**config.mk**
```make
export PLATFORM = sky130hd
export DESIGN_NAME = lfrc_queue
export DESIGN_NICKNAME = d
export VERILOG_FILES = /design/src/design/loopback_frame_ring_with_claim_unit_defines.svh /design/src/design/lfrc_pkg.sv /design/src/design/lfrc_queue.sv
export SDC_FILE = /design/constraint.sdc
export NUM_CORES = 1
export LEC_CHECK = 0
export BUFFER_PORTS_ARGS = -buffer_cell sky130_fd_sc_hd__buf_4
export CAP_MARGIN = 20
export CORE_AREA = 2 2 39 41
export CTS_BUF_LIST = sky130_fd_sc_hd__clkbuf_4 sky130_fd_sc_hd__clkbuf_8
export DETAILED_ROUTE_END_ITERATION = 10
export DIE_AREA = 0 0 41 43
export REMOVE_ABC_BUFFERS = 1
export SKIP_LAST_GASP = 1
export SYNTH_ARGS = -nofsm -noshare
export SYNTH_HDL_FRONTEND = slang
export SYNTH_SLANG_ARGS = --single-unit
```
**constraint.sdc**
```tcl
create_clock -name clk -period 2.5 [get_ports clk]
set_input_delay 0.25 -clock clk [delete_from_list [all_inputs] [get_ports clk]]
set_output_delay 0.25 -clock clk [all_outputs]
set_load 0.01 [all_outputs]
```
**src/design/loopback_frame_ring_with_claim_unit_defines.svh**
```systemverilog
// Assertion macros shared by the ring design.
`ifndef LOOPBACK_FRAME_RING_WITH_CLAIM_UNIT_DEFINES_SVH
`define LOOPBACK_FRAME_RING_WITH_CLAIM_UNIT_DEFINES_SVH

// Same-cycle implication, checked out of reset.
`define LFRC_ASSERT_IMPL(lbl, clk, rst_n, ante, cons, msg) \
  lbl: assert property (@(posedge clk) disable iff (!rst_n) (ante) |-> (cons)) \
    else $error(msg);

// Next-cycle implication, checked out of reset.
`define LFRC_ASSERT_NEXT(lbl, clk, rst_n, ante, cons, msg) \
  lbl: assert property (@(posedge clk) disable iff (!rst_n) (ante) |=> (cons)) \
    else $error(msg);

`endif

```
**src/design/lfrc_pkg.sv**
```systemverilog
package lfrc_pkg;

  localparam int REGIONS_DEF      = 8;
  localparam int REGION_SHIFT_DEF = 11;
  localparam int HEADER_OCTETS    = 14;
  localparam int PAYLOAD_MAX      = 1500;
  localparam int QUEUE_DEPTH      = 2;

  localparam logic [7:0]  IPV4_LOOP_NET   = 8'd127;
  localparam logic [63:0] IPV6_LOOP_UPPER = 64'h0;
  localparam logic [63:0] IPV6_LOOP_LOWER = 64'h1;

  typedef enum logic [2:0] {
    OP_WRITE_BYTE = 3'd0,
    OP_OUTPUT     = 3'd1,
    OP_CLAIM      = 3'd2,
    OP_RELEASE    = 3'd3,
    OP_READ_BYTE  = 3'd4,
    OP_OWNS4      = 3'd5,
    OP_OWNS6      = 3'd6
  } lfrc_op_t;

  typedef enum logic [1:0] {
    RC_OK   = 2'd0,
    RC_ERR  = 2'd1,
    RC_BUSY = 2'd2
  } lfrc_rc_t;

  typedef enum logic {
    BK_IDLE    = 1'b0,
    BK_DELIVER = 1'b1
  } lfrc_bk_state_t;

  typedef struct packed {
    logic [2:0]  opcode;
    logic [10:0] frame_length;
    logic [10:0] byte_offset;
    logic [7:0]  data_byte;
    logic [31:0] ipv4_address;
    logic [63:0] ipv6_upper;
    logic [63:0] ipv6_lower;
  } lfrc_in_t;

  typedef struct packed {
    logic [1:0]  result_code;
    logic [2:0]  region_index;
    logic [3:0]  frames_waiting;
    logic [10:0] claimed_length;
    logic        is_loopback;
    logic [7:0]  byte_out;
  } lfrc_out_t;

  // Classified item handed from front to back.
  typedef struct packed {
    logic [2:0]  opcode;
    logic        len_ok;
    logic        is_loop;
    logic [10:0] frame_length;
    logic [10:0] byte_offset;
    logic [7:0]  data_byte;
  } lfrc_cmd_t;

endpackage

```
**src/design/lfrc_queue.sv**
```systemverilog
module lfrc_queue #(
  parameter type item_t = logic,
  parameter int  DEPTH  = lfrc_pkg::QUEUE_DEPTH
) (
  input  logic  clk,
  input  logic  rst_n,
  input  logic  push,
  output logic  full,
  input  item_t din,
  input  logic  pop,
  output logic  empty,
  output item_t dout
);

  localparam int PW = (DEPTH > 1) ? $clog2(DEPTH) : 1;
  localparam int CW = $clog2(DEPTH + 1);
  localparam logic [PW-1:0] LAST = PW'(DEPTH - 1);

  item_t         slot_r [DEPTH];
  logic [PW-1:0] wr_r, wr_nxt;
  logic [PW-1:0] rd_r, rd_nxt;
  logic [CW-1:0] cnt_r, cnt_nxt;
  logic          push_ok, pop_ok;

  assign full    = (cnt_r == CW'(DEPTH));
  assign empty   = (cnt_r == '0);
  assign dout    = slot_r[rd_r];
  assign push_ok = push && !full;
  assign pop_ok  = pop && !empty;

  always_comb begin
    wr_nxt  = wr_r;
    rd_nxt  = rd_r;
    cnt_nxt = cnt_r;
    if (push_ok) begin
      wr_nxt = (wr_r == LAST) ? '0 : wr_r + 1'b1;
    end
    if (pop_ok) begin
      rd_nxt = (rd_r == LAST) ? '0 : rd_r + 1'b1;
    end
    if (push_ok && !pop_ok) begin
      cnt_nxt = cnt_r + 1'b1;
    end else if (pop_ok && !push_ok) begin
      cnt_nxt = cnt_r - 1'b1;
    end
  end

  always_ff @(posedge clk) begin
    if (!rst_n) begin
      wr_r  <= '0;
      rd_r  <= '0;
      cnt_r <= '0;
    end else begin
      wr_r  <= wr_nxt;
      rd_r  <= rd_nxt;
      cnt_r <= cnt_nxt;
    end
  end

  always_ff @(posedge clk) begin
    if (push_ok) begin
      slot_r[wr_r] <= din;
    end
  end

endmodule

```
Word level (Yosys, flattened, before mapping)
Memory sizes are Yosys's and may differ from the RTL's. A register that Yosys moved wholly into a read port is not among the register bits.
Cells that the tools add are included.

cells by class
  eq/ne operators = 1
  add/sub/neg operators = 4
  mux-type cells = 8
  reductions and logical operators = 10

operator list
  operator             number
  $mux 1               6
  $logic_and 1x1->1    4
  $logic_not 1->1      4
  $mux 2               2
  $add 1x1->1 const B  2
  $add 2x1->2 const B  1
  $eq 2x2->1 const B   1
  $logic_not 2->1      1
  $reduce_bool 2->1    1
  $sub 2x1->2 const B  1

storage, ports and cells
  input bits = 5
  output and inout bits = 3
  register bits after elaboration = 4
  bits in writable memories = 2
  memories = 1

memory list
  name    depth  bits a word  rd ports  clocked after memory_dff  write ports  RTL line          text
  slot_r  2      1            1         1                         1            lfrc_queue.sv:19  item_t slot_r [DEPTH];

Longest topological paths before layout
Gate-level depths: netlist (run 1).

  word-level depth = 7
  depth in mapped cells = 7
  gate-level depth less buffers = 7

Least setup slack after synthesis (run 1)
OpenSTA, ideal clock, no wires.

  path type = reg2reg
  start point = register cnt_r[0]
  end point = register cnt_r[1]
  path slack = 1.029 ns
  arrival time = 1.401 ns
  required time = 2.430 ns
  stages on the path, launching flop included = 7
  buffers on the path = 0
  cells stage by stage = dfxtp_1 -> nand2b_1 -> inv_2 -> nor2_1 -> ha_1 -> or3_1 -> a21boi_1

on the way
  word-level cells in the longest chain between the ends = 6
  elaborated cells between the ends (all ways) = 15
  classes of those cells = add/sub: 2; eq/ne: 1; mux: 2; reduce/logical: 10

RTL lines
  what                         RTL line          text
  start, declared              lfrc_queue.sv:22  logic [CW-1:0] cnt_r, cnt_nxt;
  start signal, assigned       lfrc_queue.sv:56  cnt_r <= cnt_nxt;
  $eq 2x2->1 *                 lfrc_queue.sv:25  assign full = (cnt_r == CW'(DEPTH));
  net full                     lfrc_queue.sv:8   output logic full,
  $logic_not 1->1 *            lfrc_queue.sv:28  assign push_ok = push && !full;
  $logic_and 1x1->1 *          lfrc_queue.sv:28
  $logic_not 1->1              lfrc_queue.sv:43  end else if (pop_ok && !push_ok) begin
  $logic_and 1x1->1            lfrc_queue.sv:43
  $reduce_bool 2->1 (no line)  -

Mark *: on every way through the listed nets, which the timed path passes. The rest lies on a longest branch. The select of a mux whose other input is x is not followed.
A chain may end at the register's enable or synchronous reset.

Worst setup path in the final report (run 1)
  start point = register cnt_r[0]
  end point = register cnt_r[1]

on the way
  word-level cells in the longest chain between the ends = 6
  elaborated cells between the ends (all ways) = 15
  classes of those cells = add/sub: 2; eq/ne: 1; mux: 2; reduce/logical: 10

RTL lines
  what                                                   RTL line
  $eq 2x2->1 or $logic_not 2->1 (tied branches)          lfrc_queue.sv:25, lfrc_queue.sv:26
  $logic_not 1->1, on equally long branches              lfrc_queue.sv:28, lfrc_queue.sv:29
  $logic_and 1x1->1, on equally long branches            lfrc_queue.sv:28, lfrc_queue.sv:29
  $logic_not 1->1, on equally long branches              lfrc_queue.sv:43, lfrc_queue.sv:41
  $logic_and 1x1->1, on equally long branches            lfrc_queue.sv:43, lfrc_queue.sv:41
  $reduce_bool 2->1 (no line) or $mux 2 (tied branches)  -

Parallel ways exist; a longest one is shown, timed or not. The select of a mux whose other input is x is not followed.

==> metrics.txt, run 1 <==
P_leak about 0.18 nW; post-route antenna net violation count 0; drt total wl 487 µm; Ys Warns 0; Slowest cell on crit path dfxtp_1; DR vias 220; die height 43 µm; Tcrit/Tclk final between 60% and 70%; CP Cell Sequence nand2b_1 > inv_2 > nor2_1 > ha_1 > or3_1 > a21boi_1; Max Root-Sink Buffers 2; Top delay family on crit path simple AND/OR/NAND/NOR gates; hold path start din; hold path cells 1; Setup violations, final 0; Clk Latency, worst-skew pair between 0.2 and 0.3 ns; main combinational cell family by area after synthesis simple AND/OR/NAND/NOR gates; CP startpoint kind flip-flop; simple-gate share of the synthesized area around 18%; Yosys reg bits 7; Final nets 46; DP HPWL 390 µm; fraction of layout cells with a size suffix above 1 35.9%; Reg2Reg Depth 6; antenna cells 0; all-layer global routing usage 8.27%; Final Max Slew Viols 0; Most used DFF post-synth dfxtp_1; CP required 2.67 ns; area of the mapped netlist 305 µm²; GRT overflow 0; mux cell area share after synthesis 3.69%; crit-path max cell delay 0.42 ns; WL/cell 8.85 µm; status finished, final reports clean; clk_skew approximately 0.0036 ns; CP Max Fanout 5; register area share after synthesis 52.5%; Clock Sinks 7; CTS Hold Bufs 0; Synth Instances 28; Worst Path Buf+Inv 1; DR pass1 iterations 2; Buffers on Ports 7; Util after Layout 29.5%; clock slew at reported path FFs 0.05 ns; Starting DRT DRC Count 2; cts repair resizes 0; top cell type by total area after synthesis dfxtp_1; Pwr Density 1140 mW/mm²; Peak VDD IR 0.000362 V; top-level port count 8; vias in the first global route 225; Area Overhead vs Synth 33.6%; mean post-synth cell area 10.9 µm²; postcts setup bufs 0; share of synthesized registers carrying an async set or reset 0%; setup_tns 0 ns; Data arrival, critical path 1.79 ns; die area 0.00176 mm²; reg-to-reg startpoint cnt_r[0]; fmax 620 MHz; overall power 0.464 mW; Distinct cells, synth 19; max-cap check violation count 0; Synth Area in Compound Gates 10.7%; Worst Hold Class in2reg; commonest non-fill, non-tap cell in the layout buf_4; Worst-Margin Slew 0.207 ns; depth of the CTS H-tree 1; Rel. slew slack 86.1%; initial antenna violation count 0; most frequent cells in the layout 7 x buf_4, 5 x dfxtp_1, 4 x clkbuf_4; CTS buffer count 3; WS Path Type reg2reg; Die W roughly 41 µm; largest net degree at the start of global routing 6; CTS tree done; RSZ-0062 raised after global routing false; vias per cell 4.00; total core area 0.00138 mm²; dpl cells 51; final hold vios 0; row cnt 14; initial core utilization approximately 22%; Final min period about 1.6 ns; # DRC 0; CP Capture Type flip-flop; number of flops mapped to enable cells by yosys 2; Root Driver clkbuf_4; Hold WS a little under 0.2 ns; Levels on crit path 6; reg-to-reg slack, setup roughly 0.9 ns; adder-cell area share of the yosys netlist 4.10%; synth top area cells dfxtp_1 33%, edfxtp_1 20%, and2_1 6.1%, xnor2_1 5.7%, ha_1 4.1%; post-synth top area share 32.8%; global-route wire length before repair 855 µm; Worst Setup SP cnt_r[0]; non-filler cells, final 55; gpl congestion 0.698; post-synthesis xor/xnor area fraction 8.61%
[cell families (layout without fill, tap and decap cells)]
logic type,count (synthesis),count (layout)
AND/OR/NAND/NOR,9,9
AO/OA/AOI/OAI,5,5
buffers and inverters,2,13
multiplexers,1,1
XOR/XNOR,3,3
flip-flops,7,7
adder cells (fa/ha/maj),1,1
[where the power goes]
part	total, mW	switching, mW	internal, mW
registers	0.178	0.0260	0.152
logic	0.176	0.0769	0.0994
clock network	0.109	0.0379	0.0715
total	0.464	0.141	0.323
[synth_stat cells (2+ instances only)]
library cell / count
dfxtp_1: 5
edfxtp_1: 2
and2_1: 3
xnor2_1: 2
nor2_1: 2
[worst paths after layout]
check	endpoint
setup / recovery	cnt_r[1]
hold / removal	slot_r[1]
setup reg to reg	cnt_r[1]
hold reg to reg	cnt_r[1]
[layer usage]
layer	GRT usage [%]	vias up	wire [µm]
li1	-	117	-
met1	8.82	96	226
met2	9.69	7	218
met3	9.42	0	42
met4	4.00	0	0
met5	0	-	0
[stage by stage]
stage	area (µm²)	setup slack, ns
6_report	408	0.886
5_1_grt	408	0.777
4_1_cts	408	0.862
3_5_place_dp	378	0.872
3_3_place_gp	378	0.908
2_1_floorplan	305	1.03
[area by class of cell]
type,count,area (µm²)
timing repair buffer,7,52.6
clock buffer,4,30.0
fill,147,976
tap,16,20.0
inverter,2,7.51
sequential,7,160
multi-input combinational,19,138
(Power assumes the default switching activity.)
==> run 2: changes to the inputs <==
Clock period 2.5 ns to 1.65 ns, I/O delays scaled along.
==> run 2 against run 1 <==
Via count rose by 3.2%; cell area is 2.1% higher; setup slack got worse by 0.77 ns; clock skew up 0.0018 ns; worst hold slack lost 0.089 ns; combinational power grew 63%; wire length increased by 6.6%; fmax up 5.0%; critical path type unchanged; critical endpoint unchanged.
==> metrics.txt, run 2 (same netlist as run 1, synthesis figures left out) <==
Clock Sinks 7; P_leak 0.182 nW; CP startpoint kind flip-flop; setup_tns 0 ns; Final Max Slew Viols 0; drt total wl 519 µm; row cnt 14; vias in the first global route between 200 and 250; switching share of power 30.5%; # DRC 0; Sequential Power Share between 30% and 40%; clock slew at reported path FFs 0.05 ns; Worst Hold Class in2reg; Peak VDD IR between 0.0006 and 0.0007 V; Area Overhead vs Synth 36.5%; post-route antenna net violation count 0; Clock Power Share a little under a quarter; multi-input gate area in the final layout around 140 µm²; Worst Slack Setup Final ~0.11 ns; WS Path Type reg2reg; most frequent cells in the layout 8 x buf_4, 4 x dfxtp_1, 4 x clkbuf_4; fraction of layout cells with a size suffix above 1 between 40% and 50%; commonest non-fill, non-tap cell in the layout buf_4; max-cap check violation count 0; initial antenna violation count 0; Tcrit/Tclk final 93.1%; total core area ~0.0014 mm²; gpl congestion 0.689; Rel. slew slack 84.8%; all-layer global routing usage approximately 7.3%; combinational group share of total power 39.4%; status finished, final reports clean; initial core utilization 22.1%; antenna cells 0; Filler Cells Inserted 142; depth of the CTS H-tree 1; Starting DRT DRC Count 1; Buffers on Ports 7; CTS Hold Bufs 0; WL/cell 9.27 µm; GRT overflow 0; dpl ws 0.0613 ns; vias per cell 4.05; die height 43 µm; global-route wire length before repair between 800 and 900 µm; final hold vios 0; die area 0.00176 mm²; register area approximately 160 µm²; overall power 0.724 mW; DR vias 227; CTS buffer count 3; post-route cell area 417 µm²; Data arrival, critical path 1.72 ns; fmax roughly 650 MHz; Worst-Margin Slew 0.227 ns; CP Capture Type flip-flop; dpl cell area 385 µm²; DR pass1 iterations 4; CP Max Fanout 4; DP HPWL about 410 µm; Net Switching 0.221 mW; Clk Latency, worst-skew pair 0.25 ns; CTS tree done; clk_skew 0.00543 ns; Final min period 1.54 ns; Setup violations, final 0; Root Driver clkbuf_4; top-level port count 8; internal power 0.503 mW; RSZ-0062 raised after global routing false; Pwr Density 1740 mW/mm²; Final nets 47; CP required 1.83 ns; Max Root-Sink Buffers 2; Die W 41 µm; largest net degree at the start of global routing 6
[run 2: worst paths after layout]
kind                               start         to  slack, ns  cells after the start
worst min-delay path                 din  slot_r[1]       0.10                      1
worst max register to register  cnt_r[0]   cnt_r[1]       0.11                      5
worst min register to register  cnt_r[1]   cnt_r[1]       0.52                      2
worst max-delay path            cnt_r[0]   cnt_r[1]       0.11                      5
[run 2: area by class of cell]
cell class	count	area share, %
clock buffer	4	7.21
inverter	2	1.80
multi-input combinational	19	33.0
sequential	7	38.7
tap	16	4.80
timing repair buffer	8	14.4
[run 2: critical path: stages, from the launching register on]
cell and delay [ns]:
dfxtp_2 0.33, buf_4 0.14, o21ai_1 0.20, ha_1 0.30, or3_1 0.35, a21boi_1 0.15
[run 2: power by group through the flow]
stage	Clock, mW	Sequential, mW	Combinational, mW
3_3_place_gp	0	0.269	0.282
2_1_floorplan	0	0.264	0.190
6_report	0.170	0.269	0.286
4_1_cts	0.178	0.267	0.290
3_5_place_dp	0	0.270	0.288
5_1_grt	0.189	0.276	0.317
[run 2: what timing repair did]
action / in CTS / in global routing
endpoints found under the setup margin: 0 / 1
endpoints found under the hold margin: 0 / 0
buffers inserted: 0 / 0
gates resized for setup: 0 / 1
[run 2: routing by layer]
layer | track usage, % | up-vias | share of wire (%)
met3 | 6.28 | 0 | 8.5
met4 | 2.00 | 0 | 0
met2 | 10.0 | 7 | 49
li1 | - | 118 | -
met1 | 8.22 | 102 | 42
met5 | 0 | - | 0
[run 2: metrics by stage]
stage	hold WS, ns	util (%)	cells
floorplan	0.264	-	28
global route	0.0884	30.1	56
global placement	0.357	27.8	52
detailed placement	0.353	27.8	52
finish	0.104	30.1	56
CTS	0.0924	30.0	56
