$ cat src/design/loopback_frame_ring_with_claim_unit_defines.svh
// Assertion macros shared by the ring design.
`ifndef LOOPBACK_FRAME_RING_WITH_CLAIM_UNIT_DEFINES_SVH
`define LOOPBACK_FRAME_RING_WITH_CLAIM_UNIT_DEFINES_SVH

// Same-cycle implication, checked out of reset.
`define LFRC_ASSERT_IMPL(lbl, clk, rst_n, ante, cons, msg) \
  lbl: assert property (@(posedge clk) disable iff (!rst_n) (ante) |-> (cons)) \
    else $error(msg);

// Next-cycle implication, checked out of reset.
`define LFRC_ASSERT_NEXT(lbl, clk, rst_n, ante, cons, msg) \
  lbl: assert property (@(posedge clk) disable iff (!rst_n) (ante) |=> (cons)) \
    else $error(msg);

`endif

$ cat src/design/lfrc_pkg.sv
package lfrc_pkg;

  localparam int REGIONS_DEF      = 8;
  localparam int REGION_SHIFT_DEF = 11;
  localparam int HEADER_OCTETS    = 14;
  localparam int PAYLOAD_MAX      = 1500;
  localparam int QUEUE_DEPTH      = 2;

  localparam logic [7:0]  IPV4_LOOP_NET   = 8'd127;
  localparam logic [63:0] IPV6_LOOP_UPPER = 64'h0;
  localparam logic [63:0] IPV6_LOOP_LOWER = 64'h1;

  typedef enum logic [2:0] {
    OP_WRITE_BYTE = 3'd0,
    OP_OUTPUT     = 3'd1,
    OP_CLAIM      = 3'd2,
    OP_RELEASE    = 3'd3,
    OP_READ_BYTE  = 3'd4,
    OP_OWNS4      = 3'd5,
    OP_OWNS6      = 3'd6
  } lfrc_op_t;

  typedef enum logic [1:0] {
    RC_OK   = 2'd0,
    RC_ERR  = 2'd1,
    RC_BUSY = 2'd2
  } lfrc_rc_t;

  typedef enum logic {
    BK_IDLE    = 1'b0,
    BK_DELIVER = 1'b1
  } lfrc_bk_state_t;

  typedef struct packed {
    logic [2:0]  opcode;
    logic [10:0] frame_length;
    logic [10:0] byte_offset;
    logic [7:0]  data_byte;
    logic [31:0] ipv4_address;
    logic [63:0] ipv6_upper;
    logic [63:0] ipv6_lower;
  } lfrc_in_t;

  typedef struct packed {
    logic [1:0]  result_code;
    logic [2:0]  region_index;
    logic [3:0]  frames_waiting;
    logic [10:0] claimed_length;
    logic        is_loopback;
    logic [7:0]  byte_out;
  } lfrc_out_t;

  // Classified item handed from front to back.
  typedef struct packed {
    logic [2:0]  opcode;
    logic        len_ok;
    logic        is_loop;
    logic [10:0] frame_length;
    logic [10:0] byte_offset;
    logic [7:0]  data_byte;
  } lfrc_cmd_t;

endpackage

$ cat src/design/lfrc_front.sv
module lfrc_front (
  input  logic                 clk,
  input  logic                 rst_n,
  input  logic                 cfg_we,
  input  logic [10:0]          cfg_data,
  input  logic                 in_push,
  output logic                 in_full,
  input  lfrc_pkg::lfrc_in_t   in_item,
  input  logic                 cmd_full,
  output logic                 cmd_push,
  output lfrc_pkg::lfrc_cmd_t  cmd
);

  logic [10:0] limit_r;
  logic [10:0] limit_clamped;
  logic [11:0] len_max;
  logic        loop4, loop6;

  always_ff @(posedge clk) begin
    if (!rst_n) begin
      limit_r <= '0;
    end else if (cfg_we) begin
      limit_r <= cfg_data;
    end
  end

  assign limit_clamped = (limit_r > 11'(lfrc_pkg::PAYLOAD_MAX)) ?
                         11'(lfrc_pkg::PAYLOAD_MAX) : limit_r;
  assign len_max = {1'b0, limit_clamped} + 12'(lfrc_pkg::HEADER_OCTETS);

  assign loop4 = (in_item.ipv4_address[31:24] == lfrc_pkg::IPV4_LOOP_NET);
  assign loop6 = (in_item.ipv6_upper == lfrc_pkg::IPV6_LOOP_UPPER) &&
                 (in_item.ipv6_lower == lfrc_pkg::IPV6_LOOP_LOWER);

  assign in_full  = cmd_full;
  assign cmd_push = in_push && !cmd_full;

  always_comb begin
    cmd.opcode       = in_item.opcode;
    cmd.frame_length = in_item.frame_length;
    cmd.byte_offset  = in_item.byte_offset;
    cmd.data_byte    = in_item.data_byte;
    cmd.len_ok       = (in_item.frame_length != '0) &&
                       ({1'b0, in_item.frame_length} <= len_max);
    // Only the address tests carry an answer.
    if (in_item.opcode == lfrc_pkg::OP_OWNS4) begin
      cmd.is_loop = loop4;
    end else if (in_item.opcode == lfrc_pkg::OP_OWNS6) begin
      cmd.is_loop = loop6;
    end else begin
      cmd.is_loop = 1'b0;
    end
  end

endmodule

$ cat config.mk
export PLATFORM = sky130hd
export DESIGN_NAME = lfrc_front
export DESIGN_NICKNAME = d
export VERILOG_FILES = /design/src/design/loopback_frame_ring_with_claim_unit_defines.svh /design/src/design/lfrc_pkg.sv /design/src/design/lfrc_front.sv
export SDC_FILE = /design/constraint.sdc
export NUM_CORES = 1
export LEC_CHECK = 0
export ABC_AREA = 1
export BUFFER_PORTS_ARGS = -buffer_cell sky130_fd_sc_hd__buf_4
export CELL_PAD_IN_SITES_DETAIL_PLACEMENT = 1
export CELL_PAD_IN_SITES_GLOBAL_PLACEMENT = 2
export CORE_UTILIZATION = 11
export CTS_BUF_LIST = sky130_fd_sc_hd__clkbuf_16
export DETAILED_ROUTE_END_ITERATION = 8
export PLACE_DENSITY_LB_ADDON = 0.1
export SYNTH_ARGS = -nofsm -noshare
export SYNTH_HDL_FRONTEND = slang
export SYNTH_SLANG_ARGS = --single-unit
$ cat constraint.sdc
create_clock -name clk -period 3.3 [get_ports clk]
set_input_delay 0.495 -clock clk [delete_from_list [all_inputs] [get_ports clk]]
set_output_delay 0.495 -clock clk [all_outputs]
set_load 0.03 [all_outputs]
# Word-level counts from Yosys, hierarchy flattened
# Cells that the tools add are included.
[word_totals]
word_cells = 17
mem_count = 0
ramBits = 0
mem_bits_ro = 0
input_bits = 209
latch_bits = 0
regBits = 11
[classes]
n_div = 0
n_bitwise = 0
magnitude_cmp = 2
addsub = 1
shifts = 0
n_mux = 3
n_eq_ne = 4
reduce_logical = 6
mul = 0
[op_table]
columns = ["cell", "n"]
rows = [
  ["64-bit by 1-bit == test with 1-bit output (second input constant)", 1],
  ["64-bit logical NOT", 1],
  ["11-bit by 4-bit adder with 12-bit output (second input constant)", 1],
  ["11-bit by 12-bit less-or-equal comparator with 1-bit output", 1],
  ["11-bit greater-than comparator (second input constant)", 1],
  ["11-bit two-way mux", 1],
  ["11-bit nonzero test", 1],
  ["8-bit by 7-bit == test with 1-bit output (second input constant)", 1],
  ["3-bit == test (second input constant)", 2],
  ["1-bit logical AND", 3],
  ["1-bit two-way mux", 2],
  ["1-bit logical NOT", 1],
]

# Longest topological paths before layout
# Gate-level depths: netlist of the first run.
[logic_depth]
ltp_word = 5
mapped_depth = 22
mapped_depth_nobuf = 21

# Worst setup path before layout of the first run
# No wires, ideal clock.
[synth_timing]
path_type = "register to output"
from = "register limit_r[6]"
to = "output port cmd[31] (netlist bit)"
n_path_buf = 1
required_time_ns = 2.805
path_stages_with_launch = 19
setup_slack_ns = 0.076
arrival_ns = 2.729
path_cell_list = "dfxtp_1 > inv_1 > nor3_1 > nand3_1 > nand2_2 > buf_12 > inv_2 > nor2_1 > ha_1 > nand3_2 > nand2_2 > inv_1 > nand3_1 > nand2_1 > ha_1 > a21o_1 > a21oi_1 > nand3_1 > a32oi_1"
[synth_lines]
columns = ["element", "line", "source"]
rows = [
  ["from (decl)", "lfrc_front.sv:14", "logic [10:0] limit_r;"],
  ["from (signal assigned)", "lfrc_front.sv:23", "limit_r <= cfg_data;"],
  ["to (decl)", "lfrc_front.sv:11", "output lfrc_pkg::lfrc_cmd_t cmd"],
]

==> reports/metrics.csv, run 1 <==
metric;value;unit
status;finished, final reports clean;
antenna-violating nets left;0;
Die H;124;µm
antenna violations before repair;0;
Final setup viols;0;
Worst Max-Slew Pin Slew;0.546;ns
clk root buf;clkbuf_16;
H-Tree Depth;1;
DR vias;2269;
Mapped Cells;258;
Vias/cell;3.76;
core area;0.0145;mm²
biggest regs;limit_r: 11 flops;
Syn Std Cell Area;0.00163;mm²
fmax;316;MHz
most frequent cells in the layout;196 x buf_4, 35 x nor2_1, 33 x nand2_1;
crit path capture type;output port;
CP required;2.80;ns
Yosys Warn Count;0;
Worst-path clk slew;0.04;ns
GP Congestion;0.688;
multi-input logic area;0.00113;mm²
IO buf count;183;
normalized max-slew margin;63.6;%
maximum number of pins on one net before global-route repair;21;
Final min period;3.17;ns
nets;642;
Initial Utilization;11.2;%
maxcap violations;0;
first-pass GRT wire length;11700;µm
max-slew violations;0;
clock skew;0;ns
vias in the first global route;2345;
Static Leak;1.54;nW
# IOs;246;
Post-DP HPWL;7770;µm
Final Cycle Share;95.9;%
clk buf depth;2;
TNS Setup;0;ns
Critical Path Fanout Max;4;
CP Class;reg2out;
drt drc;0;
syn avg cell area;6.33;µm²
die width;124;µm
clk sinks;11;
First-pass DRT Iterations;3;
Hold Crit Class;in2reg;
CTS tree;done;
number of synthesized register bits;11;
largest register by flop count;limit_r;
drt wl/cell;13.8;µm
die area;0.0153;mm²
WHS;0.484;ns
synth unique cells;28;
detailed router's first-iteration violation count;24;
Layout area overhead;97.2;%
Tot GR Track Use;10.2;%
commonest non-fill, non-tap cell in the layout;buf_4;
diodes inserted;0;
unrepaired setup endpoints after global routing;true;
fillers;1794;
maximum vdd ir drop;0.130;mV
CTS buffer count;3;
Total Routed Length;8360;µm
Fin. Hold Viols;0;
Seq/Total Area, Yosys;13.5;%
CP arrival;2.67;ns
Worst-Skew Late Latency;0.24;ns
Worst setup SP type;flop;
hold buffers post-CTS;0;
row count;44;
GRT Residual Overflow;0;
Cell Pwr Density;224;mW/mm²
Synth Net Count;479;
layout cells sized above 1;55.7;%
sequential cell area;233;µm²
max FFs per register;11;
==> cell families after synthesis <==
group	share of synthesized area (%)
adders and majority gates	9.19
AOI/OAI and AO/OA	10.3
DFF	13.5
xor gates and xnor gates	1.61
buffers and inverters	22.6
and+or+nand+nor	42.8
==> through the flow <==
| stage | instances | total power, mW | setup WS [ns] | utilization, % | instance area (µm²) |
|---|---|---|---|---|---|
| CTS | 603 | 0.729 | 0.0321 | 21.9 | 3180 |
| finish | 604 | 0.723 | 0.134 | 22.2 | 3220 |
| global placement | 594 | 0.488 | 0.125 | 20.7 | 3000 |
| floorplan | 258 | 0.336 | 0.0759 | - | 1630 |
| global route | 604 | 0.778 | -0.105 | 22.2 | 3220 |
| detailed placement | 594 | 0.492 | 0.0567 | 20.7 | 3000 |
==> worst paths after layout <==
kind / from / end / slack, ns / depth (start not counted)
setup reg to reg: limit_r[3] / limit_r[3] / 2.52 / 3
hold reg to reg: limit_r[0] / limit_r[0] / 0.49 / 2
setup / recovery: limit_r[6] / cmd[31] / 0.13 / 19
hold / removal: cfg_data[10] / limit_r[10] / 0.48 / 3
==> critical path, cell delays in order, from the launching register on <==
cell,delay [ns]
dfxtp_4,0.36
inv_2,0.04
nor3_2,0.17
nand3_2,0.11
nand2_4,0.10
inv_2,0.04
nor2_2,0.08
ha_2,0.19
nand3_2,0.08
nand2_4,0.09
inv_2,0.04
nand2_1,0.05
nand2_1,0.05
nand2_2,0.09
ha_4,0.20
a21o_1,0.16
a21oi_2,0.13
nand3_1,0.08
a32oi_1,0.16
buf_4,0.19
==> synthesized netlist by cell type (all sizes together) <==
cell,instances,share of area (%)
nand3b,4,1.8
buf,35,17
xnor2,2,1.1
nand2,39,9.3
nor2,40,10
a32oi,1,0.54
o21ai,15,4.6
nor3,5,1.5
or2,2,0.77
xor2,1,0.54
o21bai,1,0.46
dfxtp,11,13
a21oi,14,4.3
ha,12,9.2
inv,22,5.1
nand3,16,6.3
nor4,25,9.6
nand4,9,3.4
a21o,1,0.46
clkbuf,3,0.69
==> layer usage <==
metal	vias to the layer above	routed length [µm]	part of all wire, %	GRT usage [%]
met2	64	4570	55	18.1
met3	10	350	4.2	1.47
met1	1015	3370	40	12.9
met5	-	0	0	0
li1	1180	-	-	-
met4	0	76	0.91	2.64
==> final cells by class <==
cell class / count / share of cell area (%)
clock buffer: 3 / 2.33
clock inverter: 1 / 0.116
inverter: 22 / 2.56
multi-input combinational: 187 / 35.0
sequential: 11 / 7.22
tap: 184 / 7.14
timing repair buffer: 196 / 45.7
==> what timing repair did <==
action | CTS | global route
gates resized for setup | 17 | 10
endpoints found under the setup margin | 1 | 1
pin swaps | 7 | 13
setup buffers | 5 | 1
gates cloned | 0 | 0
==> power breakdown <==
| part | internal [mW] | switching, mW | total, mW | leakage (nW) |
|---|---|---|---|---|
| combinational | 0.204 | 0.148 | 0.352 | 1.41 |
| clock | 0.159 | 0.0605 | 0.220 | 0.0423 |
| sequential | 0.143 | 0.00835 | 0.152 | 0.0938 |
| total | 0.507 | 0.216 | 0.723 | 1.54 |
Note: power is estimated with default switching activity, not from simulation.
==> run 2, diff against run 1 <==
--- a/config.mk
+++ b/config.mk
@@ -6,6 +6,7 @@
 export NUM_CORES = 1
 export LEC_CHECK = 0
 export ABC_AREA = 1
+export ABC_CLOCK_PERIOD_IN_PS = 3430
 export BUFFER_PORTS_ARGS = -buffer_cell sky130_fd_sc_hd__buf_4
 export CELL_PAD_IN_SITES_DETAIL_PLACEMENT = 1
 export CELL_PAD_IN_SITES_GLOBAL_PLACEMENT = 2
==> constraint.sdc (replaced) <==
create_clock -name clk -period 3.43 [get_ports clk]
set_input_delay 0.343 -clock clk [delete_from_list [all_inputs] [get_ports clk]]
set_output_delay 0.343 -clock clk [all_outputs]
set_load 0.03 [all_outputs]
==> run 2 against run 1 <==
Compared with the run above:
- power is 6.5% lower
- critical path type unchanged
- worst hold slack worse by 0.16 ns
- utilization fell by 0.77 points
- final cell count decreased by 1.3%
- critical path depth down 1
- largest power group unchanged
- global-route usage is 0.27 points lower
- setup slack better by 0.082 ns
- sequential share of layout area fell by 0.060 points
- die area unchanged
- clock power decreased by 5%
- flip-flop and latch count did not move
==> reports/metrics.csv, run 2 (synthesis results as in run 1) <==
metric;value;unit
status;finished, final reports clean;
Vias/cell;3.76;
die width;124;µm
TNS Setup;0;ns
max FFs per register;11;
pre-CTS setup slack;0.246;ns
diodes inserted;0;
maximum number of pins on one net before global-route repair;21;
drt drc;0;
Worst Max-Slew Pin Slew;0.544;ns
Total Routed Length;8320;µm
GP Congestion;0.682;
fillers;1813;
maxcap violations;0;
crit path capture type;output port;
CTS tree;done;
final setup margin;0.216;ns
met2 WL;4560;µm
CTS buffer count;3;
fmax;311;MHz
detailed router's first-iteration violation count;29;
max-slew violations;0;
clock skew;0;ns
WHS;0.326;ns
Layout area overhead;90.4;%
Non-Filler Instances;596;
CP required;3.09;ns
most frequent cells in the layout;188 x buf_4, 37 x nand2_1, 36 x nor2_1;
Final Cycle Share;93.7;%
Tot GR Track Use;9.97;%
wl on met1;3370;µm
FF-to-FF setup slack;2.69;ns
# IOs;246;
Static Leak;1.50;nW
core area;0.0145;mm²
Placed Area;0.00297;mm²
First-pass DRT Iterations;4;
Final min period;3.21;ns
Initial Utilization;11.2;%
total power;0.676;mW
drt wl/cell;14.0;µm
die area;0.0153;mm²
largest register by flop count;limit_r;
CP arrival;2.87;ns
commonest non-fill, non-tap cell in the layout;buf_4;
clk buf depth;2;
GRT Residual Overflow;0;
unrepaired setup endpoints after global routing;false;
nets;634;
antenna violations before repair;0;
row count;44;
layout cells sized above 1;51.7;%
highest routed metal layer;met4;
biggest regs;limit_r: 11 flops;
placed cell count;589;
normalized max-slew margin;63.7;%
DR vias;2241;
met3 WL;342;µm
Worst setup SP type;flop;
post-layout util;21.4;%
clk root buf;clkbuf_16;
Post-DP HPWL;7830;µm
Hold Crit Class;in2reg;
Worst-path clk slew;0.04;ns
first-pass GRT wire length;11500;µm
Cell Pwr Density;217;mW/mm²
Fin. Hold Viols;0;
maximum vdd ir drop;0.172;mV
H-Tree Depth;1;
IO buf count;183;
clk sinks;11;
vias in the first global route;2270;
Critical Path Fanout Max;5;
Final setup viols;0;
post-route cell area;0.00311;mm²
CP Class;reg2out;
antenna-violating nets left;0;
Die H;124;µm
Worst-Skew Late Latency;0.23;ns
run 2: cell count changes in the layout (fill, tap and decap cells not counted), sizes merged:
cell | previous run | this run
buf | 196 | 188
run 2: per-layer routing:
metal,track usage (%),vias to the layer above
met4,1.73,0
met3,1.28,8
met5,0,-
met1,12.5,1006
li1,-,1164
met2,18.2,63
run 2: area by class of cell:
cell class	count	area, µm²	area share [%]
Timing Repair Buffer	188	1410	45.4
Clock inverter	1	3.75	0.121
Clock buffer	3	75.1	2.41
Inverter	22	85.1	2.74
Multi-Input combinational cell	187	1080	34.8
Tap cell	184	230	7.40
Sequential cell	11	223	7.16
run 2: path summary, 6_finish.rpt:
check | start | end | cells past startpoint
max | limit_r[2] | cmd[31] | 18
min | cfg_data[1] | limit_r[1] | 3
max reg2reg | limit_r[10] | limit_r[10] | 3
min reg2reg | limit_r[0] | limit_r[0] | 2
run 2: power by group:
part | switching (mW) | internal [mW] | total, mW | leakage (nW)
Sequential | 0.00907 | 0.138 | 0.147 | 0.0921
Combinational | 0.136 | 0.185 | 0.320 | 1.36
Clock | 0.0559 | 0.153 | 0.209 | 0.0423
run 2: worst max-delay path, cell delays in order, from the launching register on:
cell,delay [ns]
dfxtp_1,0.38
inv_2,0.09
nor3_2,0.15
nand3_2,0.11
nand2_4,0.13
inv_4,0.06
nor2_1,0.10
ha_2,0.20
nand3_2,0.10
nand2_4,0.09
inv_1,0.05
nand3_1,0.07
nand2_1,0.06
ha_1,0.29
a21o_1,0.17
a21oi_1,0.13
nand3_1,0.09
a32oi_1,0.18
buf_4,0.19
run 2: repair_timing:
| item | 4_1_cts | 5_1_grt |
|---|---|---|
| pin swaps | 1 | 3 |
| hold buffers | 0 | 0 |
| resized for setup | 1 | 12 |
| setup buffers | 0 | 3 |
| endpoints found under the setup margin | 1 | 1 |
==> run 3, diff against run 2 <==
--- a/config.mk
+++ b/config.mk
@@ -6,10 +6,11 @@
 export NUM_CORES = 1
 export LEC_CHECK = 0
 export ABC_AREA = 1
-export ABC_CLOCK_PERIOD_IN_PS = 3430
+export ABC_CLOCK_PERIOD_IN_PS = 3400
 export BUFFER_PORTS_ARGS = -buffer_cell sky130_fd_sc_hd__buf_4
 export CELL_PAD_IN_SITES_DETAIL_PLACEMENT = 1
 export CELL_PAD_IN_SITES_GLOBAL_PLACEMENT = 2
+export CORE_MARGIN = 2
 export CORE_UTILIZATION = 11
 export CTS_BUF_LIST = sky130_fd_sc_hd__clkbuf_16
 export DETAILED_ROUTE_END_ITERATION = 8
==> constraint.sdc (replaced) <==
create_clock -name clk -period 3.4 [get_ports clk]
set_input_delay 0.34 -clock clk [delete_from_list [all_inputs] [get_ports clk]]
set_output_delay 0.34 -clock clk [all_outputs]
set_load 0.03 [all_outputs]
==> run 3 against run 2 <==
Compared with the run above:
- die area is 3.3% higher
- largest power group unchanged
- critical path type unchanged
- critical endpoint unchanged
- via count is 2.8% higher
- clock skew stayed put
==> reports/metrics.csv, run 3 (synthesis results as in run 1) <==
metric;value;unit
placed cell count;589;
GRT Residual Overflow;0;
normalized max-slew margin;64.0;%
diodes inserted;0;
core area;0.0145;mm²
crit path capture type;output port;
antenna violations before repair;0;
Vias/cell;3.88;
row count;44;
P_sw;0.204;mW
Clock power frac;31.1;%
most frequent cells in the layout;186 x buf_4, 37 x nand2_1, 36 x nor2_1;
commonest non-fill, non-tap cell in the layout;buf_4;
Final setup viols;0;
maximum number of pins on one net before global-route repair;21;
switching fraction of total power;29.8;%
Final Cycle Share;92.8;%
Final min period;3.16;ns
post-route cell area;0.00310;mm²
biggest regs;limit_r: 11 flops;
Sequential Power Share;21.8;%
Layout area overhead;89.5;%
Non-Filler Instances;594;
IO buf count;183;
hold path startpoint;cfg_data[1];
Internal;0.479;mW
Worst-Skew Late Latency;0.24;ns
Cell Pwr Density;221;mW/mm²
vias in the first global route;2499;
drt drc;0;
nets;632;
crit path max-delay cell type;dfxtp_1;
maxcap violations;0;
CP Class;reg2out;
Logic pwr share;47.1;%
antenna-violating nets left;0;
DR vias;2303;
GP Congestion;0.734;
drt wl/cell;14.2;µm
maximum vdd ir drop;0.126;mV
Hold Crit Class;in2reg;
layout cells sized above 1;52.2;%
clk buf depth;2;
clock skew;0;ns
CP required;3.06;ns
worst path cell trace;inv_2 -> nand2_1 -> nor2_2 -> nand3_2 -> nand2_4 -> inv_4 -> nor2_1 -> ha_2 -> nand3_2 -> nand2_4 -> inv_1 -> nand3_1 -> nand2_1 -> ha_1 -> a21o_1 -> a21oi_2 -> nand3_1 -> a32oi_1 -> buf_4;
Tot GR Track Use;10.0;%
fmax;317;MHz
# IOs;246;
CTS tree;done;
Static Leak;1.49;nW
clk sinks;11;
CTS buffer count;3;
max-slew violations;0;
Die H;126;µm
first-pass GRT wire length;12600;µm
CP arrival;2.82;ns
hold buffers post-CTS;0;
TNS Setup;0;ns
Crit. Startpoint;limit_r[9];
Worst Max-Slew Pin Slew;0.539;ns
clk root buf;clkbuf_16;
Post-DP HPWL;7930;µm
die width;126;µm
largest register by flop count;limit_r;
Initial Utilization;11.2;%
Fin. Hold Viols;0;
status;finished, final reports clean;
Worst-path clk slew;0.04;ns
FF-to-FF setup slack;2.65;ns
H-Tree Depth;1;
CP peak stage delay;0.31;ns
Buf+Inv Stages, Crit Path;4;
Total Routed Length;8450;µm
Placed Area;0.00297;mm²
max FFs per register;11;
detailed router's first-iteration violation count;29;
Critical Path Fanout Max;4;
Top delay family on crit path;simple AND/OR/NAND/NOR gates;
Worst setup SP type;flop;
die area;0.0158;mm²
r2r startpoint;limit_r[10];
First-pass DRT Iterations;4;
[run 3: changes by cell type in the layout (fill, tap and decap cells not counted), sizes merged]
cell,change
buf,-2
[run 3: worst reg2reg max path: stages, from the launching register on]
cell and delay (ns):
dfxtp_1 0.31, buf_4 0.15, o21ai_0 0.14, nor2_1 0.05
[run 3: final timing paths]
kind | endpoint | cells past startpoint
setup / recovery | cmd[31] | 19
hold / removal | limit_r[1] | 3
setup reg to reg | limit_r[10] | 3
hold reg to reg | limit_r[0] | 2
[run 3: metrics by stage]
stage	hold WS [ns]	worst slack, ns	util, %	power (mW)
after floorplan	0.449	0.331	-	0.326
after global placement	0.482	0.265	20.4	0.468
after detailed placement	0.503	0.247	20.4	0.473
after CTS	0.325	0.0154	21.0	0.692
final	0.325	0.243	21.3	0.683
after global routing	0.353	-0.00859	21.3	0.737
[run 3: timing repair]
item                                    CTS  global route
pin swaps                                 1             5
hold endpoints to repair                  0             0
buffers inserted                          0             1
gates resized for setup                   1            15
endpoints found under the setup margin    1             1
[run 3: per-layer routing]
| layer | routed length [µm] | global-route usage [%] | up-vias |
|---|---|---|---|
| li1 | - | - | 1164 |
| met1 | 3160 | 11.0 | 1026 |
| met2 | 4610 | 19.3 | 103 |
| met3 | 549 | 2.08 | 10 |
| met4 | 133 | 2.84 | 0 |
| met5 | 0 | 0 | - |
[run 3: layout make-up]
cell class,count,area (µm²)
fillers,1810,11400
repair buffers,186,1400
multi-input cells,187,1080
well taps,184,230
flip-flops and latches,11,225
inverters,22,85.1
clock buffers,3,75.1
clock inverters,1,3.75
[run 3: power by group through the flow]
stage / combinational, mW / sequential [mW] / clock, mW
after floorplan: 0.179 / 0.147 / 0
after global placement: 0.318 / 0.150 / 0
after detailed placement: 0.323 / 0.150 / 0
after CTS: 0.324 / 0.147 / 0.220
after global routing: 0.359 / 0.150 / 0.227
final: 0.322 / 0.149 / 0.212
